==> config.mk <==
export PLATFORM = sky130hd
export DESIGN_NAME = prp_rotate
export DESIGN_NICKNAME = d
export VERILOG_FILES = /design/src/rtl/prp_pkg.sv /design/src/rtl/prp_rotate.sv
export SDC_FILE = /design/constraint.sdc
export NUM_CORES = 2
export LEC_CHECK = 0
export BUFFER_PORTS_ARGS = -buffer_cell sky130_fd_sc_hd__buf_4
export CAP_MARGIN = 40
export CORE_AREA = 4 4 364 366
export DETAILED_ROUTE_END_ITERATION = 6
export DIE_AREA = 0 0 368 370
export MAX_ROUTING_LAYER = met4
export PLACE_DENSITY = 0.65
export SKIP_LAST_GASP = 1
export SYNTH_ARGS = -nofsm -noshare
export SYNTH_HDL_FRONTEND = slang
export SYNTH_SLANG_ARGS = --single-unit
==> constraint.sdc <==
create_clock -name clk -period 4.5 [get_ports clk]
set_input_delay 0.45 -clock clk [delete_from_list [all_inputs] [get_ports clk]]
set_output_delay 0.45 -clock clk [all_outputs]
set_load 0.02 [all_outputs]
==> src/rtl/prp_pkg.sv <==
// Shared types, widths and constants for the point rotate and project block.
// No dependencies; every other file in rtl/ imports this package.
package prp_pkg;

	// Screen geometry in pixels
	localparam int SCREEN_WIDTH  = 128;
	localparam int SCREEN_HEIGHT = 64;

	// Field widths
	localparam int COORD_W = 16;
	localparam int TRIG_W  = 16;
	localparam int FOCAL_W = 16;
	localparam int AXIS_W  = 2;
	localparam int SX_W    = 8;
	localparam int SY_W    = 7;
	localparam int CFG_W   = 16;
	localparam int IDX_W   = 2;

	// Focal length (Q8.8) times 16 lines up with coordinates in Q4.12
	localparam int FOCAL_SCALE_SH = 4;

	// Projection arithmetic widths
	localparam int DEN_W   = FOCAL_W + FOCAL_SCALE_SH + 2;
	localparam int NUM_W   = FOCAL_W + COORD_W + 1;
	localparam int M_W     = NUM_W - 1;
	localparam int DIV_D_W = DEN_W - 1 + FOCAL_SCALE_SH;

	// Quotient range that still matters after clipping to the screen
	localparam int HALF_X = SCREEN_WIDTH / 2;
	localparam int HALF_Y = SCREEN_HEIGHT / 2;
	localparam int TOP_X  = SCREEN_WIDTH - HALF_X;
	localparam int TOP_Y  = SCREEN_HEIGHT - HALF_Y;
	localparam int QLIM   = (TOP_X > TOP_Y) ? TOP_X : TOP_Y;
	localparam int QW     = $clog2(QLIM + 1);
	localparam int CMP_W  = (M_W > DIV_D_W + QW) ? M_W : DIV_D_W + QW;
	localparam int PIX_MAX = (SCREEN_WIDTH > SCREEN_HEIGHT) ? SCREEN_WIDTH : SCREEN_HEIGHT;
	localparam int PIX_W  = $clog2(PIX_MAX + 1);

	typedef logic signed [COORD_W-1:0] coord_t;
	typedef logic signed [TRIG_W-1:0]  trig_t;
	typedef logic [FOCAL_W-1:0]        focal_t;
	typedef logic [AXIS_W-1:0]         axis_t;
	typedef logic [IDX_W-1:0]          reg_idx_t;

	// Rotation axis codes; the fourth code leaves the point unrotated
	localparam axis_t AXIS_X = 2'd0;
	localparam axis_t AXIS_Y = 2'd1;
	localparam axis_t AXIS_Z = 2'd2;

	// Register indexes
	localparam reg_idx_t REG_AXIS  = 2'd0;
	localparam reg_idx_t REG_COS   = 2'd1;
	localparam reg_idx_t REG_SIN   = 2'd2;
	localparam reg_idx_t REG_FOCAL = 2'd3;

	// Reset values
	localparam axis_t  AXIS_RESET  = AXIS_X;
	localparam trig_t  COS_RESET   = 16'sd16384;
	localparam trig_t  SIN_RESET   = 16'sd0;
	localparam focal_t FOCAL_RESET = 16'd13747;

	localparam coord_t COORD_MAX = {1'b0, {(COORD_W-1){1'b1}}};
	localparam coord_t COORD_MIN = {1'b1, {(COORD_W-1){1'b0}}};

	typedef struct packed {
		coord_t x;
		coord_t y;
		coord_t z;
	} point_t;

	// Data that travels alongside the divider
	typedef struct packed {
		point_t rot;
		logic   behind;
		logic   neg_x;
		logic   neg_y;
	} side_t;

	// Saturating quotient of one divider lane
	typedef struct packed {
		logic          ovf;
		logic [QW-1:0] q;
	} quot_t;

	typedef struct packed {
		point_t          rot;
		logic [SX_W-1:0] sx;
		logic [SY_W-1:0] sy;
		logic            behind;
	} result_t;

endpackage

==> src/rtl/prp_rotate.sv <==
// Rotation front end: two pipeline stages (products, then rounded sums).
// Depends on prp_pkg.
module prp_rotate (
	input  logic            clk,
	input  logic            arst_n,
	input  logic            en,
	input  logic            in_valid,
	input  prp_pkg::point_t point,
	input  prp_pkg::axis_t  axis,
	input  prp_pkg::trig_t  cos_v,
	input  prp_pkg::trig_t  sin_v,
	output logic            valid_s2,
	output prp_pkg::point_t rot_s2
);
	import prp_pkg::*;

	localparam int PROD_W     = COORD_W + TRIG_W;
	localparam int FRAC_SHIFT = 14;
	localparam int RND_W      = PROD_W + 1 - FRAC_SHIFT;

	coord_t a_c, b_c;
	logic signed [PROD_W-1:0] pca_s1, psb_s1, psa_s1, pcb_s1;
	logic   valid_s1;
	axis_t  axis_s1;
	point_t pt_s1;
	coord_t u_c, w_c;
	point_t rot_c;

	// Round half up from Q.26 to Q4.12 and saturate
	function automatic coord_t round_sat(input logic signed [PROD_W:0] sum);
		logic signed [PROD_W:0] biased;
		logic signed [RND_W-1:0] r;
		logic fits;
		biased = sum + ((PROD_W+1)'(1) <<< (FRAC_SHIFT - 1));
		r = biased[PROD_W:FRAC_SHIFT];
		fits = (&r[RND_W-1:COORD_W-1]) || (~|r[RND_W-1:COORD_W-1]);
		if (fits)
			return r[COORD_W-1:0];
		else
			return r[RND_W-1] ? COORD_MIN : COORD_MAX;
	endfunction

	// Pick the two coordinates that turn
	always_comb begin
		unique case (axis)
			AXIS_X: begin
				a_c = point.y;
				b_c = point.z;
			end
			AXIS_Y: begin
				a_c = point.z;
				b_c = point.x;
			end
			default: begin
				a_c = point.x;
				b_c = point.y;
			end
		endcase
	end

	// Stage 1: the four products
	always_ff @(posedge clk or negedge arst_n) begin
		if (!arst_n)
			valid_s1 <= 1'b0;
		else if (en)
			valid_s1 <= in_valid;
	end

	always_ff @(posedge clk) begin
		if (en) begin
			pca_s1  <= $signed(cos_v) * $signed(a_c);
			psb_s1  <= $signed(sin_v) * $signed(b_c);
			psa_s1  <= $signed(sin_v) * $signed(a_c);
			pcb_s1  <= $signed(cos_v) * $signed(b_c);
			axis_s1 <= axis;
			pt_s1   <= point;
		end
	end

	// Stage 2: sums, rounding and placement back onto the axes
	always_comb begin
		u_c = round_sat((PROD_W+1)'(pca_s1) - (PROD_W+1)'(psb_s1));
		w_c = round_sat((PROD_W+1)'(psa_s1) + (PROD_W+1)'(pcb_s1));
		rot_c = pt_s1;
		unique case (axis_s1)
			AXIS_X: begin
				rot_c.y = u_c;
				rot_c.z = w_c;
			end
			AXIS_Y: begin
				rot_c.z = u_c;
				rot_c.x = w_c;
			end
			AXIS_Z: begin
				rot_c.x = u_c;
				rot_c.y = w_c;
			end
			default: rot_c = pt_s1;
		endcase
	end

	always_ff @(posedge clk or negedge arst_n) begin
		if (!arst_n)
			valid_s2 <= 1'b0;
		else if (en)
			valid_s2 <= valid_s1;
	end

	always_ff @(posedge clk) begin
		if (en)
			rot_s2 <= rot_c;
	end

endmodule

==> impl_metrics.ini <==
[detailed_routing]
wl_met2_mm = 71.20
initialDrtViolationCount = 2909
vias = 40150
top_layer = met4
drt_pass1_iterations = 5
wl_per_cell_um = 19.99
dr_wl_met3_mm = 11.18
drc = 0
drt-total-wl_mm = 158.7
drtAntennaViolNets = 0
viasPerCell = 5.058
wirelength_met1_mm = 68.61

[synth]
postSynthCellCount = 5360
ys_top_cells_by_area = fa_1 41%, edfxtp_1 13%, ha_1 11%, inv_1 8.7%, and2_1 4.7%
synth_edf_count = 226
synth.top_cell.area_share_pct = 40.72
postSynthAreaPerCell_um2 = 9.613
ys_seq_elements = 228
synthArstFlopShare_pct = 0.8772
ys.flop_type = edfxtp_1
synth.distinct_cells = 86
ys_seq_area_share_pct = 13.27
syn-num-nets = 6947
syn-cell-area_um2 = 51530
yosysWarnings = 0
synth_top_area_cell = fa_1

[sta]
max_freq_ghz = 0.1516
period_minus_slack_ps = 6596
worstMarginPinSlew_ps = 861.0
finalSetupTns_ps = -126940
fin_ws_ps = -2096
min_period_over_period_pct = 146.6
finalSetupViolations = 99
finalClockSkew_ps = 19.36
rsz0062_at_grt = true
relSlewSlack_pct = 42.60
slew_violations = 0
hold_violations = 0

[die]
die_h_um = 370
rows = 132
die_x_um = 368
core_um2 = 129200
io_pins = 135
fp.dieArea_um2 = 136200
initial_core_util_pct = 39.90

[grt]
grt_pass1_wl_mm = 250.4
antenna_found_initial = 2
grt_pass1_vias = 42570
overflow = 0
grt_start_max_net_pins = 101
grt_usage_pct = 24.42

[setup_path]
start_kind = input pin
cp_common_cell = fa_1
crit_type = in -> reg
slowest_delay_ps = 540
cp.required_ps = 4870
arrival_ps = 6970
worstSetupEndpointType = register
cp_max_fo = 10
slowest_stage = fa_2

[placement]
dpl.hpwl_mm = 131.9
dp_slack_ps = -3215
place.gp.congestion = 0.9534
io_buffers = 134

[status]
violations = negative setup slack
status = finished, violations left

[layout]
layout-drive-gt1-share_pct = 23.21
area_growth_pct = 26.06
fin_nets = 7758

[clock_tree]
cts_tree = done
htreeDepth = 1
clockBufferDepth = 3
cts_sinks = 228
cts.clk_slew.worst_paths_ps = 60
root_buffer = clkbuf_16
clock_latency_ps = 650
cts_made_buffers = 31

[min_path]
hp-class = in -> reg

[flow_run]
drv_cap = 0
cell families (layout without fill, tap and decap cells):
group	count (synthesis)	after routing	synth area share [%]
adders and majority gates	1501	1501	51.72
and+or+nand+nor	1469	1469	14.23
buffers and inverters	1429	2264	10.44
AOI/OAI and AO/OA	530	530	6.797
DFF	228	228	13.27
xor gates and xnor gates	167	167	2.839
muxes	36	36	0.7066
other	0	1	0
cells in the mapped netlist (6+ instances only):
| master | instances |
|---|---|
| inv_1 | 1196 |
| fa_1 | 1048 |
| nand2_1 | 583 |
| ha_1 | 453 |
| and2_1 | 385 |
| edfxtp_1 | 226 |
| clkbuf_1 | 218 |
| nor2_1 | 156 |
| a21oi_1 | 145 |
| nor2b_1 | 131 |
| xnor2_1 | 126 |
| o21ai_0 | 95 |
| a21o_1 | 63 |
| nand3_1 | 41 |
| xor2_1 | 41 |
| mux2i_1 | 33 |
| nand2b_1 | 30 |
| nor3_1 | 30 |
| a22oi_1 | 28 |
| o21a_1 | 28 |
| or2_2 | 25 |
| o21ai_1 | 22 |
| o21bai_1 | 22 |
| and3_1 | 21 |
| nand4_1 | 19 |
| a211oi_1 | 13 |
| or3_1 | 13 |
| a31oi_1 | 11 |
| and4_1 | 8 |
| buf_1 | 8 |
| a211o_1 | 7 |
| a221o_1 | 7 |
| a21boi_0 | 6 |
| a311o_1 | 6 |
| o31ai_1 | 6 |
sequential cells by signal, indices dropped and copies added, names as in the netlist:
| name | cells |
|---|---|
| psb_s1 | 32 |
| psa_s1 | 32 |
| pca_s1 | 32 |
| valid_s1 | 1 |
| valid_s2 | 1 |
| rot_s2 | 48 |
| axis_s1 | 2 |
| pt_s1 | 48 |
| pcb_s1 | 32 |
layout by cell type, fill, tap and decap left out, types with 21 or more instances in the layout:
cell	instances
edfxtp_1	226
a21o_1	62
ha_4	39
xor2_1	40
o21ai_1	33
a21oi_2	38
o21bai_1	21
o21ai_0	47
buf_6	37
nand2b_1	30
nor2b_1	121
nand2_1	559
ha_1	409
fa_2	28
o21a_1	27
a21oi_1	95
clkbuf_16	35
nand3_1	34
nor3_1	27
or2_2	24
and2_1	368
nor2_1	145
inv_2	36
buf_12	81
fa_1	1020
a22oi_1	28
xnor2_1	116
buf_4	874
inv_1	1160
path summary, 6_finish.rpt:
kind / endpoint / startpoint / slack (ps) / cells past startpoint
worst max-delay path: psa_s1[31]$_DFFE_PP_ / axis[0] / -2100 / 29
worst min-delay path: pt_s1[24]$_DFFE_PP_ / point[24] / 40 / 1
worst max register to register: rot_s2[34]$_DFFE_PP_ / pcb_s1[17]$_DFFE_PP_ / -40 / 15
worst min register to register: valid_s2$_DFFE_PN0P_ / valid_s2$_DFFE_PN0P_ / 510 / 1
max in group asynchronous: valid_s1$_DFFE_PN0P_ / arst_n / 4280 / 2
min in group asynchronous: valid_s2$_DFFE_PN0P_ / arst_n / 130 / 2
critical path: cells and delay by family:
family	cells	cell delay [ps]
AO/OA/AOI/OAI	8	1450
XOR/XNOR	1	150
adder cells (fa/ha/maj)	7	3240
buffers and inverters	8	690
multiplexers	1	230
AND/OR/NAND/NOR	4	740
layout make-up:
cell class	count	area, um^2
Fill cell	11700	64200
Multi-Input combinational cell	3703	41420
Timing Repair Buffer	1011	9007
Sequential cell	228	6837
Inverter	1196	4489
Tap cell	1742	2180
Clock buffer	34	787.0
Clock inverter	23	231.5
Antenna cell	1	2.502
metal layers:
layer  vias to the layer above  global-route usage (%)
met5                         -                       -
met4                         0                   8.576
met3                       302                   3.157
met2                      1375                   37.50
met1                     20420                   33.50
li1                      18060                       -
repair_timing:
item	CTS	global route
hold buffers	3	0
setup buffers	64	39
endpoints found under the hold margin	4	0
resized for setup	191	128
endpoints found under the setup margin	97	106
gates cloned	4	4
pin swaps	108	120
stage by stage:
step	instances	hold slack [ps]	cell area, um^2	utilization [%]
2_1_floorplan	5360	154.4	52570	-
3_3_place_gp	7781	231.9	61380	47.52
3_5_place_dp	7781	232.7	61380	47.52
4_1_cts	7901	1.805	64030	49.58
5_1_grt	7938	17.18	64960	50.29
6_report	7938	39.77	64960	50.29
Power is not shown: default switching activity piles up to over one toggle a cycle in this logic, so the estimate is an artifact.
