### config.mk
export PLATFORM = sky130hd
export DESIGN_NAME = prp_outbuf
export DESIGN_NICKNAME = d
export VERILOG_FILES = /design/src/rtl/prp_pkg.sv /design/src/rtl/prp_outbuf.sv
export SDC_FILE = /design/constraint.sdc
export NUM_CORES = 1
export LEC_CHECK = 0
export BUFFER_PORTS_ARGS = -buffer_cell sky130_fd_sc_hd__buf_4
export CAP_MARGIN = 30
export CORE_ASPECT_RATIO = 1.2
export CORE_UTILIZATION = 40
export DETAILED_ROUTE_END_ITERATION = 10
export PLACE_DENSITY = 0.75
export SLEW_MARGIN = 20
export SYNTH_ARGS = -nofsm -noshare
export SYNTH_HDL_FRONTEND = slang
export SYNTH_SLANG_ARGS = --single-unit
### constraint.sdc
create_clock -name clk -period 7 [get_ports clk]
set_input_delay 1.4 -clock clk [delete_from_list [all_inputs] [get_ports clk]]
set_output_delay 1.4 -clock clk [all_outputs]
set_load 0.02 [all_outputs]
### src/rtl/prp_pkg.sv
// Shared types, widths and constants for the point rotate and project block.
// No dependencies; every other file in rtl/ imports this package.
package prp_pkg;

	// Screen geometry in pixels
	localparam int SCREEN_WIDTH  = 128;
	localparam int SCREEN_HEIGHT = 64;

	// Field widths
	localparam int COORD_W = 16;
	localparam int TRIG_W  = 16;
	localparam int FOCAL_W = 16;
	localparam int AXIS_W  = 2;
	localparam int SX_W    = 8;
	localparam int SY_W    = 7;
	localparam int CFG_W   = 16;
	localparam int IDX_W   = 2;

	// Focal length (Q8.8) times 16 lines up with coordinates in Q4.12
	localparam int FOCAL_SCALE_SH = 4;

	// Projection arithmetic widths
	localparam int DEN_W   = FOCAL_W + FOCAL_SCALE_SH + 2;
	localparam int NUM_W   = FOCAL_W + COORD_W + 1;
	localparam int M_W     = NUM_W - 1;
	localparam int DIV_D_W = DEN_W - 1 + FOCAL_SCALE_SH;

	// Quotient range that still matters after clipping to the screen
	localparam int HALF_X = SCREEN_WIDTH / 2;
	localparam int HALF_Y = SCREEN_HEIGHT / 2;
	localparam int TOP_X  = SCREEN_WIDTH - HALF_X;
	localparam int TOP_Y  = SCREEN_HEIGHT - HALF_Y;
	localparam int QLIM   = (TOP_X > TOP_Y) ? TOP_X : TOP_Y;
	localparam int QW     = $clog2(QLIM + 1);
	localparam int CMP_W  = (M_W > DIV_D_W + QW) ? M_W : DIV_D_W + QW;
	localparam int PIX_MAX = (SCREEN_WIDTH > SCREEN_HEIGHT) ? SCREEN_WIDTH : SCREEN_HEIGHT;
	localparam int PIX_W  = $clog2(PIX_MAX + 1);

	typedef logic signed [COORD_W-1:0] coord_t;
	typedef logic signed [TRIG_W-1:0]  trig_t;
	typedef logic [FOCAL_W-1:0]        focal_t;
	typedef logic [AXIS_W-1:0]         axis_t;
	typedef logic [IDX_W-1:0]          reg_idx_t;

	// Rotation axis codes; the fourth code leaves the point unrotated
	localparam axis_t AXIS_X = 2'd0;
	localparam axis_t AXIS_Y = 2'd1;
	localparam axis_t AXIS_Z = 2'd2;

	// Register indexes
	localparam reg_idx_t REG_AXIS  = 2'd0;
	localparam reg_idx_t REG_COS   = 2'd1;
	localparam reg_idx_t REG_SIN   = 2'd2;
	localparam reg_idx_t REG_FOCAL = 2'd3;

	// Reset values
	localparam axis_t  AXIS_RESET  = AXIS_X;
	localparam trig_t  COS_RESET   = 16'sd16384;
	localparam trig_t  SIN_RESET   = 16'sd0;
	localparam focal_t FOCAL_RESET = 16'd13747;

	localparam coord_t COORD_MAX = {1'b0, {(COORD_W-1){1'b1}}};
	localparam coord_t COORD_MIN = {1'b1, {(COORD_W-1){1'b0}}};

	typedef struct packed {
		coord_t x;
		coord_t y;
		coord_t z;
	} point_t;

	// Data that travels alongside the divider
	typedef struct packed {
		point_t rot;
		logic   behind;
		logic   neg_x;
		logic   neg_y;
	} side_t;

	// Saturating quotient of one divider lane
	typedef struct packed {
		logic          ovf;
		logic [QW-1:0] q;
	} quot_t;

	typedef struct packed {
		point_t          rot;
		logic [SX_W-1:0] sx;
		logic [SY_W-1:0] sy;
		logic            behind;
	} result_t;

endpackage

### src/rtl/prp_outbuf.sv
// Output register with one skid entry; the pipeline advances while the skid is empty.
// Depends on prp_pkg.
module prp_outbuf (
	input  logic             clk,
	input  logic             arst_n,
	input  logic             in_valid,
	input  prp_pkg::result_t in_res,
	output logic             en,
	output logic             out_valid,
	input  logic             out_ready,
	output prp_pkg::result_t out_res
);
	import prp_pkg::*;

	logic    out_v_q, skid_v_q;
	result_t out_q, skid_q;
	logic    take, out_fire;

	assign en       = ~skid_v_q;
	assign take     = in_valid & en;
	assign out_fire = out_v_q & out_ready;

	// Valid flags
	always_ff @(posedge clk or negedge arst_n) begin
		if (!arst_n) begin
			out_v_q  <= 1'b0;
			skid_v_q <= 1'b0;
		end else if (skid_v_q) begin
			if (out_fire)
				skid_v_q <= 1'b0;
		end else if (take) begin
			if (out_v_q && !out_ready)
				skid_v_q <= 1'b1;
			else
				out_v_q <= 1'b1;
		end else if (out_fire) begin
			out_v_q <= 1'b0;
		end
	end

	// Data: refill from the skid first, else from the pipeline
	always_ff @(posedge clk) begin
		if (skid_v_q) begin
			if (out_fire)
				out_q <= skid_q;
		end else if (take) begin
			if (out_v_q && !out_ready)
				skid_q <= in_res;
			else
				out_q <= in_res;
		end
	end

	assign out_valid = out_v_q;
	assign out_res   = out_q;

	a_skid_behind_out: assert property (@(posedge clk) disable iff (!arst_n)
		skid_v_q |-> out_v_q)
		else $error("skid entry held while the output register is empty");

endmodule

==> flow_summary.yaml, run 1 <==
run_status:
  status: "finished clean"
synth:
  ys_async_sr_fraction: 0.0154
  synthesis.nets: 280
  syn_avg_cell_area_um2: 22.4
  synth_edf_count: 128
  ys_ff_latch: 130
  synth.most_common_cell: "edfxtp_1"
  syn_area_um2: 4750
  postSynthCellCount: 212
  synth_cell_types: 14
  yosysTopAreaCell: "edfxtp_1"
  ys_seq_area_frac: 0.819
  yosysWarnings: 0
  synthFlopType: "edfxtp_1"
  synth_top_area_share: 0.809
  yosys-top-cells-count: "128 x edfxtp_1, 57 x mux2_2, 7 x mux2_4"
  synth_area_leaders: "edfxtp_1 81%, mux2_2 14%, mux2_4 2.2%, dfrtp_1 1.1%, buf_6 0.71%"
sta:
  setup_violations: 0
  tightest_slew_ps: 937
  finalMaxSlewViolations: 0
  finClkSkew_ps: 6.24
  hold_viol_final: 0
  fin_crit_sh: 0.446
  fmax_mhz: 320
  rsz0062_at_grt: "false"
  relSlewSlack: 0.373
  min_period_ps: 3120
  setup_tns_ps: 0
final_layout:
  drive_gt1_frac: 0.607
  fillers: 874
  antennaDiodeCount: 0
  area_growth_pct: 37.0
  nNetsFinal: 426
worst_setup_path:
  setup.worst_path.end_class: "primary output"
  worstPathArrival_ps: 1720
  required_ps: 5600
  cp-start-kind: "register"
  crit_fanout: 69
  worstSetupPathType: "reg -> out"
detailed_routing:
  drt_iter0_drc: 72
  wl_per_cell_um: 15.8
  met2WireLength_um: 4140
  postRouteAntennaNets: 0
  totalWireLength_um: 8290
  wl_met3_um: 400
  first_pass_iters: 4
  wl_met1_um: 3620
  dr.max_layer_used: "met4"
  vias: 2471
  via_per_inst: 4.70
  drc_errors: 0
floorplanning:
  coreArea_um2: 11600
  initial_core_util: 0.411
  io_pins: 134
  dieWidth_um: 102
  die_area_um2: 12300
  num_rows: 43
  die_y_um: 121
global_route:
  grt_pass1_vias: 2455
  grt_pass1_wl_um: 12500
  grt_max_degree: 70
  antenna_found_initial: 0
  gr-total-overflow: 0
  gr-usage-all-layers: 0.138
power:
  ir_drop_v: 0.000241
  p_per_area_nw_per_um2: 445
  p_switching_mw: 0.807
  switching_share: 0.279
  power.total_mw: 2.90
  pwr-share-clk: 0.302
  seq_power_share: 0.439
  leakagePower_nw: 2.45
  p_comb_frac: 0.259
  power.internal_mw: 2.09
run:
  cap_violations: 0
clock_network:
  cts-buffers-inserted: 17
  htree_levels: 4
  ctsResizeCount: 0
  clock_sink_count: 130
  hold_buffers: 0
  clk_pin_slew_worst_paths_ps: 50
  clock_path_buffers: 2
  cts_tree: "built"
  clkLatencyLatePin_ps: 400
  post_cts_buffers: 0
  cts_root_buf: "clkbuf_16"
placement:
  io_buffers: 133
  gp_congestion: 0.691
  dp_hpwl_um: 5330
hold_path:
  hold_class: "reg -> reg"
-- placed cells by master, fill, tap and decap left out, types with 2 or more instances in the layout --
cell type | synthesis | layout
a21oi_1 | 2 | 2
buf_4 | 0 | 135
bufinv_16 | 0 | 4
clkbuf_1 | 0 | 5
clkbuf_16 | 0 | 17
clkinv_1 | 0 | 3
edfxtp_1 | 128 | 128
inv_1 | 2 | 2
mux2_2 | 57 | 57
mux2_4 | 7 | 7
-- power by group through the flow --
stage / logic, mW / clock network [mW] / registers, mW
2_1_floorplan: 0.331 / 0 / 1.41
3_3_place_gp: 0.742 / 0 / 1.28
3_5_place_dp: 0.759 / 0 / 1.29
4_1_cts: 0.761 / 0.892 / 1.28
5_1_grt: 0.791 / 0.924 / 1.30
6_report: 0.750 / 0.876 / 1.27
-- through the flow --
stage | setup slack (ps) | utilization | hold WS (ps) | std cells | area [um^2]
2_1_floorplan | 612 | - | 523 | 212 | 4750
3_3_place_gp | 3750 | 0.513 | 519 | 496 | 5930
3_5_place_dp | 3660 | 0.513 | 532 | 496 | 5930
4_1_cts | 3840 | 0.563 | 544 | 526 | 6510
5_1_grt | 3760 | 0.563 | 556 | 526 | 6510
6_report | 3880 | 0.563 | 543 | 526 | 6510
-- kinds of logic (layout without fill, tap and decap cells) --
family          after synthesis  after routing  synth area share
mux                          64             64             0.157
flops                       130            130             0.819
simple gates                  4              4           0.00448
compound gates                4              4           0.00500
buf+inv                      10            167            0.0140
-- area by class of cell --
| type | instances | area [um^2] | share of cell area |
|---|---|---|---|
| Sequential cell | 130 | 3900 | 0.599 |
| Timing Repair Buffer | 135 | 1010 | 0.156 |
| Tap cell | 157 | 196 | 0.0302 |
| Inverter | 2 | 7.51 | 0.00115 |
| Clock buffer | 22 | 444 | 0.0682 |
| Clock inverter | 8 | 136 | 0.0209 |
| Multi-Input combinational cell | 72 | 815 | 0.125 |
-- state kept, by name, indices dropped and copies added (netlist names) --
name / flops
out_res: 64
out_valid: 1
skid_q: 64
skid_v_q: 1
-- worst max-delay path, stage by stage (launching register included) --
cell,delay [ps]
dfrtp_4,1020
inv_1,90
buf_4,190
-- final timing paths --
| check | start | endpoint | slack [ps] | depth (start not counted) |
|---|---|---|---|---|
| worst max-delay path | skid_v_q | en | 3880 | 2 |
| worst min-delay path | skid_q[18] | out_res[18] | 540 | 1 |
| max in group asynchronous | arst_n | skid_v_q | 6120 | 1 |
| min in group asynchronous | arst_n | skid_v_q | 780 | 1 |
| worst min register to register | skid_q[18] | out_res[18] | 540 | 1 |
| worst max register to register | skid_v_q | out_res[52] | 4010 | 3 |
-- layer usage --
layer,GRT usage,vias to the layer above
met4,0.0625,0
met2,0.220,87
met5,0,-
li1,-,1135
met1,0.168,1238
met3,0.0461,11
Power figures use the tool's default switching activity.
==> inputs of run 2 (changes only) <==
clock period = 3.2 ns   (was 7 ns; I/O delays follow)
==> run 2 against run 1 <==
Net effect:
- register-to-register slack lost 2700 ps
- combinational power grew 140%
- die area is the same
- clock-buffer cell count shrank 4
- hold slack lost 130 ps
- routed wire length grew 4.9%
- cell count grew 1.1%
- sequential power grew 110%
- sequential cell count is the same
- final area grew 1.2%
- critical endpoint is now out_res[29]
- highest routed layer unchanged
==> flow_summary.yaml, run 2 (synthesis gave the netlist of run 1 again) <==
run_status:
  status: "finished clean"
worst_setup_path:
  crit_fanout: 47
  rr_startpoint: "skid_v_q"
  cp-start-kind: "register"
  setup.worst_path.end_class: "register"
  cp-startpoint: "skid_v_q"
  r2r_slack_ps: 1290
  max_stage_delay_ps: 610
  worstSetupPathType: "reg -> reg"
  worstPathArrival_ps: 2060
  timing.rr.end: "out_res[29]"
  slowest_stage: "dfrtp_4"
  endpoint: "out_res[29]"
  cp_cell_sequence: "buf_4, mux2_2"
  worst_r2r_path_depth: 2
  required_ps: 3350
global_route:
  antenna_found_initial: 0
  gr-usage-all-layers: 0.149
  grt_pass1_wl_um: 13100
  grt_pass1_vias: 2592
  gr-total-overflow: 0
  grt_max_degree: 48
clock_network:
  cts_tree: "built"
  clk_pin_slew_worst_paths_ps: 60
  clkLatencyLatePin_ps: 410
  htree_levels: 4
  cts_root_buf: "clkbuf_16"
  clock_sink_count: 130
  post_cts_buffers: 0
  clock_path_buffers: 2
  cts-buffers-inserted: 17
final_layout:
  antennaDiodeCount: 0
  final_common_cell: "buf_4"
  drive_gt1_frac: 0.627
  area_growth_pct: 38.6
  final_cell_mix: "138 x buf_4, 128 x edfxtp_1, 57 x mux2_2, 17 x clkbuf_16, 7 x mux2_4"
  nNetsFinal: 430
floorplanning:
  die_y_um: 121
  initial_core_util: 0.411
  die_area_um2: 12300
  num_rows: 43
  dieWidth_um: 102
  coreArea_um2: 11600
  io_pins: 134
detailed_routing:
  totalWireLength_um: 8700
  vias: 2474
  wl_per_cell_um: 16.3
  postRouteAntennaNets: 0
  drt_iter0_drc: 73
  first_pass_iters: 6
  via_per_inst: 4.65
  drc_errors: 0
hold_path:
  hold_class: "in -> reg"
run:
  cap_violations: 0
sta:
  finClkSkew_ps: 5.28
  fmax_mhz: 524
  rsz0062_at_grt: "false"
  tightest_slew_ps: 656
  fin_crit_sh: 0.596
  setup_tns_ps: 0
  finalMaxSlewViolations: 0
  setup_violations: 0
  hold_viol_final: 0
  min_period_ps: 1910
  setup_ws_ps: 1290
  relSlewSlack: 0.563
power:
  power.total_mw: 6.45
  p_per_area_nw_per_um2: 980
  leakagePower_nw: 2.49
  ir_drop_v: 0.000435
placement:
  dp_hpwl_um: 5660
  io_buffers: 133
  gp_congestion: 0.677
  pre_cts_slack_ps: 1260
==> run 2: changes by cell type in the layout (fill, tap and decap cells not counted), sizes merged <==
cell,change
clkbuf,-4
buf,+3
clkinvlp,+3
clkinv,+2
dlygate4sd3,+1
inv,+1
==> run 2: critical path: cells and delay by family, from the launching register on <==
kind | cells | cell delay [ps]
buffers and inverters | 1 | 600
multiplexers | 1 | 420
flip-flops | 1 | 610
==> run 2: worst min path at each step <==
stage                     startpoint   endpoint  cells past startpoint
after detailed placement      arst_n  out_valid                      1
after floorplan               arst_n  out_valid                      0
final                      in_res[9]  skid_q[9]                      1
after CTS                  in_res[9]  skid_q[9]                      1
after global placement        arst_n  out_valid                      1
after global routing       in_res[4]  skid_q[4]                      1
==> run 2: per-stage QoR <==
| step | instance area (um^2) | utilization | cells | hold slack [ps] |
|---|---|---|---|---|
| 2_1_floorplan | 4770 | - | 212 | 344 |
| 3_3_place_gp | 5960 | 0.515 | 499 | 433 |
| 3_5_place_dp | 5960 | 0.515 | 499 | 434 |
| 4_1_cts | 6590 | 0.569 | 532 | 396 |
| 5_1_grt | 6590 | 0.569 | 532 | 394 |
| 6_report | 6590 | 0.569 | 532 | 415 |
==> run 2: final cells by class <==
| class | count | area (um^2) |
|---|---|---|
| fill | 892 | 4980 |
| sequential | 130 | 3900 |
| timing repair buffer | 139 | 1050 |
| multi-input combinational | 72 | 821 |
| clock buffer | 18 | 429 |
| tap | 157 | 196 |
| clock inverter | 14 | 188 |
| inverter | 2 | 7.51 |
==> run 2: routing by layer <==
layer | vias up | global-route usage | share of wire
met1 | 1234 | 0.172 | 0.40
li1 | 1143 | - | -
met3 | 12 | 0.0559 | 0.058
met5 | - | 0 | 0
met2 | 85 | 0.246 | 0.53
met4 | 0 | 0.0652 | 0.015
==> run 2: report_power, final <==
group | switching (mW) | internal (mW)
Sequential | 0.177 | 2.48
Clock | 0.711 | 1.30
Combinational | 0.971 | 0.811
Total | 1.86 | 4.60
==> run 2: timing repair <==
item	in CTS	in global routing
endpoints found under the hold margin	2	0
hold buffers	1	0
resized for setup	0	0
==> inputs of run 3 (changes only) <==
PLACE_DENSITY = 0.77   (was 0.75)
clock period = 1.6 ns   (was 3.2 ns; I/O delays follow)
==> run 3 against run 2 <==
Net effect:
- clock-buffer cell count increased by 2
- critical endpoint is now skid_q[41]
- clock skew fell by 0.77 ps
- sequential power up 97%
- non-clock buffer count grew 8
- final area grew 1.4%
- critical path depth rose by 2
- hold slack worse by 310 ps
- critical path type unchanged
- routed wire length is 1.8% higher
- sequential cell count stayed put
- sequential share of layout area is 0.84 points lower
- combinational power is 130% higher
==> flow_summary.yaml, run 3 (synthesis gave the netlist of run 1 again) <==
run_status:
  status: "finished clean"
sta:
  finalMaxSlewViolations: 0
  finClkSkew_ps: 4.52
  setup_violations: 0
  hold_viol_final: 0
  tightest_slew_ps: 279
  min_period_ps: 1540
  setup_ws_ps: 61.2
  fin_crit_sh: 0.962
  fmax_mhz: 650
  relSlewSlack: 0.814
  rsz0062_at_grt: "false"
final_layout:
  final_common_cell: "buf_4"
  drive_gt1_frac: 0.631
  final_cell_mix: "140 x buf_4, 128 x edfxtp_1, 57 x mux2_2, 18 x clkbuf_16, 7 x mux2_4"
  area_growth_pct: 40.6
  nNetsFinal: 438
  fillers: 867
  antennaDiodeCount: 0
  utilization: 0.578
clock_network:
  cts-buffers-inserted: 17
  clock_path_buffers: 2
  clkLatencyLatePin_ps: 400
  htree_levels: 4
  clk_pin_slew_worst_paths_ps: 50
  cts_root_buf: "clkbuf_16"
  clock_sink_count: 130
  cts_tree: "built"
floorplanning:
  dieWidth_um: 102
  coreArea_um2: 11600
  io_pins: 134
  die_area_um2: 12300
  num_rows: 43
  die_y_um: 121
  initial_core_util: 0.411
worst_setup_path:
  worstPathArrival_ps: 1640
  required_ps: 1700
  worstSetupPathType: "reg -> reg"
  cp-start-kind: "register"
  max_stage_delay_ps: 500
  cp_cell_sequence: "nand2b_4, nor3_4, buf_4, clkbuf_16"
  slowest_stage: "dfrtp_4"
  setup.worst_path.end_class: "register"
  crit_fanout: 23
global_route:
  grt_max_degree: 48
  gr-total-overflow: 0
  antenna_found_initial: 0
  gr-usage-all-layers: 0.151
  grt_pass1_vias: 2578
  grt_pass1_wl_um: 13400
power:
  p_per_area_nw_per_um2: 1930
  power.total_mw: 12.9
  ir_drop_v: 0.000884
  leakagePower_nw: 2.53
placement:
  gp_congestion: 0.707
  dp_hpwl_um: 5610
  io_buffers: 133
  pre_cts_slack_ps: 73.7
hold_path:
  hold_class: "in -> reg"
detailed_routing:
  drc_errors: 0
  vias: 2453
  drt_iter0_drc: 77
  via_per_inst: 4.55
  postRouteAntennaNets: 0
  wl_per_cell_um: 16.4
  totalWireLength_um: 8850
  first_pass_iters: 4
run:
  cap_violations: 0
[run 3: changes by cell type in the layout (fill, tap and decap cells not counted)]
| cell | change |
|---|---|
| clkbuf_1 | +2 |
| bufbuf_16 | +1 |
| clkinv_2 | +1 |
| buf_4 | +2 |
| clkbuf_16 | +1 |
| inv_6 | -1 |
| nand2b_1 | -1 |
| buf_12 | +4 |
| clkinv_4 | -1 |
| bufinv_16 | -2 |
| nand2b_4 | +1 |
[run 3: cell type report]
type,count,area (um^2),share of cell area
Clock buffer,20,437,0.0654
Clock inverter,11,115,0.0172
Inverter,2,7.51,0.00112
Multi-Input combinational cell,72,828,0.124
Sequential cell,130,3900,0.583
Tap cell,157,196,0.0294
Timing Repair Buffer,147,1200,0.179
[run 3: timing repair]
item / 4_1_cts / 5_1_grt
buffers inserted: 1 / 2
endpoints found under the setup margin: 1 / 32
hold endpoints to repair: 2 / 0
cloned: 1 / 1
hold buffers: 1 / 0
gates resized for setup: 3 / 0
[run 3: path summary, 6_finish.rpt]
check / end / startpoint / slack (ps) / depth (start not counted)
setup reg to reg: skid_q[41] / skid_v_q / 60 / 4
hold reg to reg: skid_v_q / out_valid / 540 / 1
max in group asynchronous: skid_v_q / arst_n / 1250 / 2
hold / removal: skid_q[30] / in_res[30] / 100 / 1
min in group asynchronous: out_valid / arst_n / 250 / 2
setup / recovery: skid_q[41] / skid_v_q / 60 / 4
[run 3: per-layer routing]
layer | up-vias | track usage | wire [um]
met4 | 0 | 0.0625 | 59
met5 | - | 0 | 0
met3 | 8 | 0.0576 | 603
li1 | 1161 | - | -
met1 | 1186 | 0.192 | 3900
met2 | 98 | 0.231 | 4290
[run 3: per-stage QoR]
stage | hold WS, ps | TNS [ps] | area (um^2) | std cells
floorplan | 24.4 | -117770 | 4790 | 212
global placement | 108 | 0 | 6030 | 502
detailed placement | 112 | 0 | 6030 | 502
CTS | 81.0 | 0 | 6640 | 536
global route | 82.4 | 0 | 6680 | 539
finish | 104 | 0 | 6680 | 539
[run 3: power by group]
group          internal, mW  switching [mW]  total, mW
sequential             4.96           0.267       5.23
combinational          1.94            2.13       4.07
clock                  2.26            1.31       3.58
[run 3: critical path: cells and delay by family (launching register included)]
kind | cells | cell delay, ps
buffers and inverters | 2 | 380
flip-flops | 1 | 500
AND/OR/NAND/NOR | 2 | 350
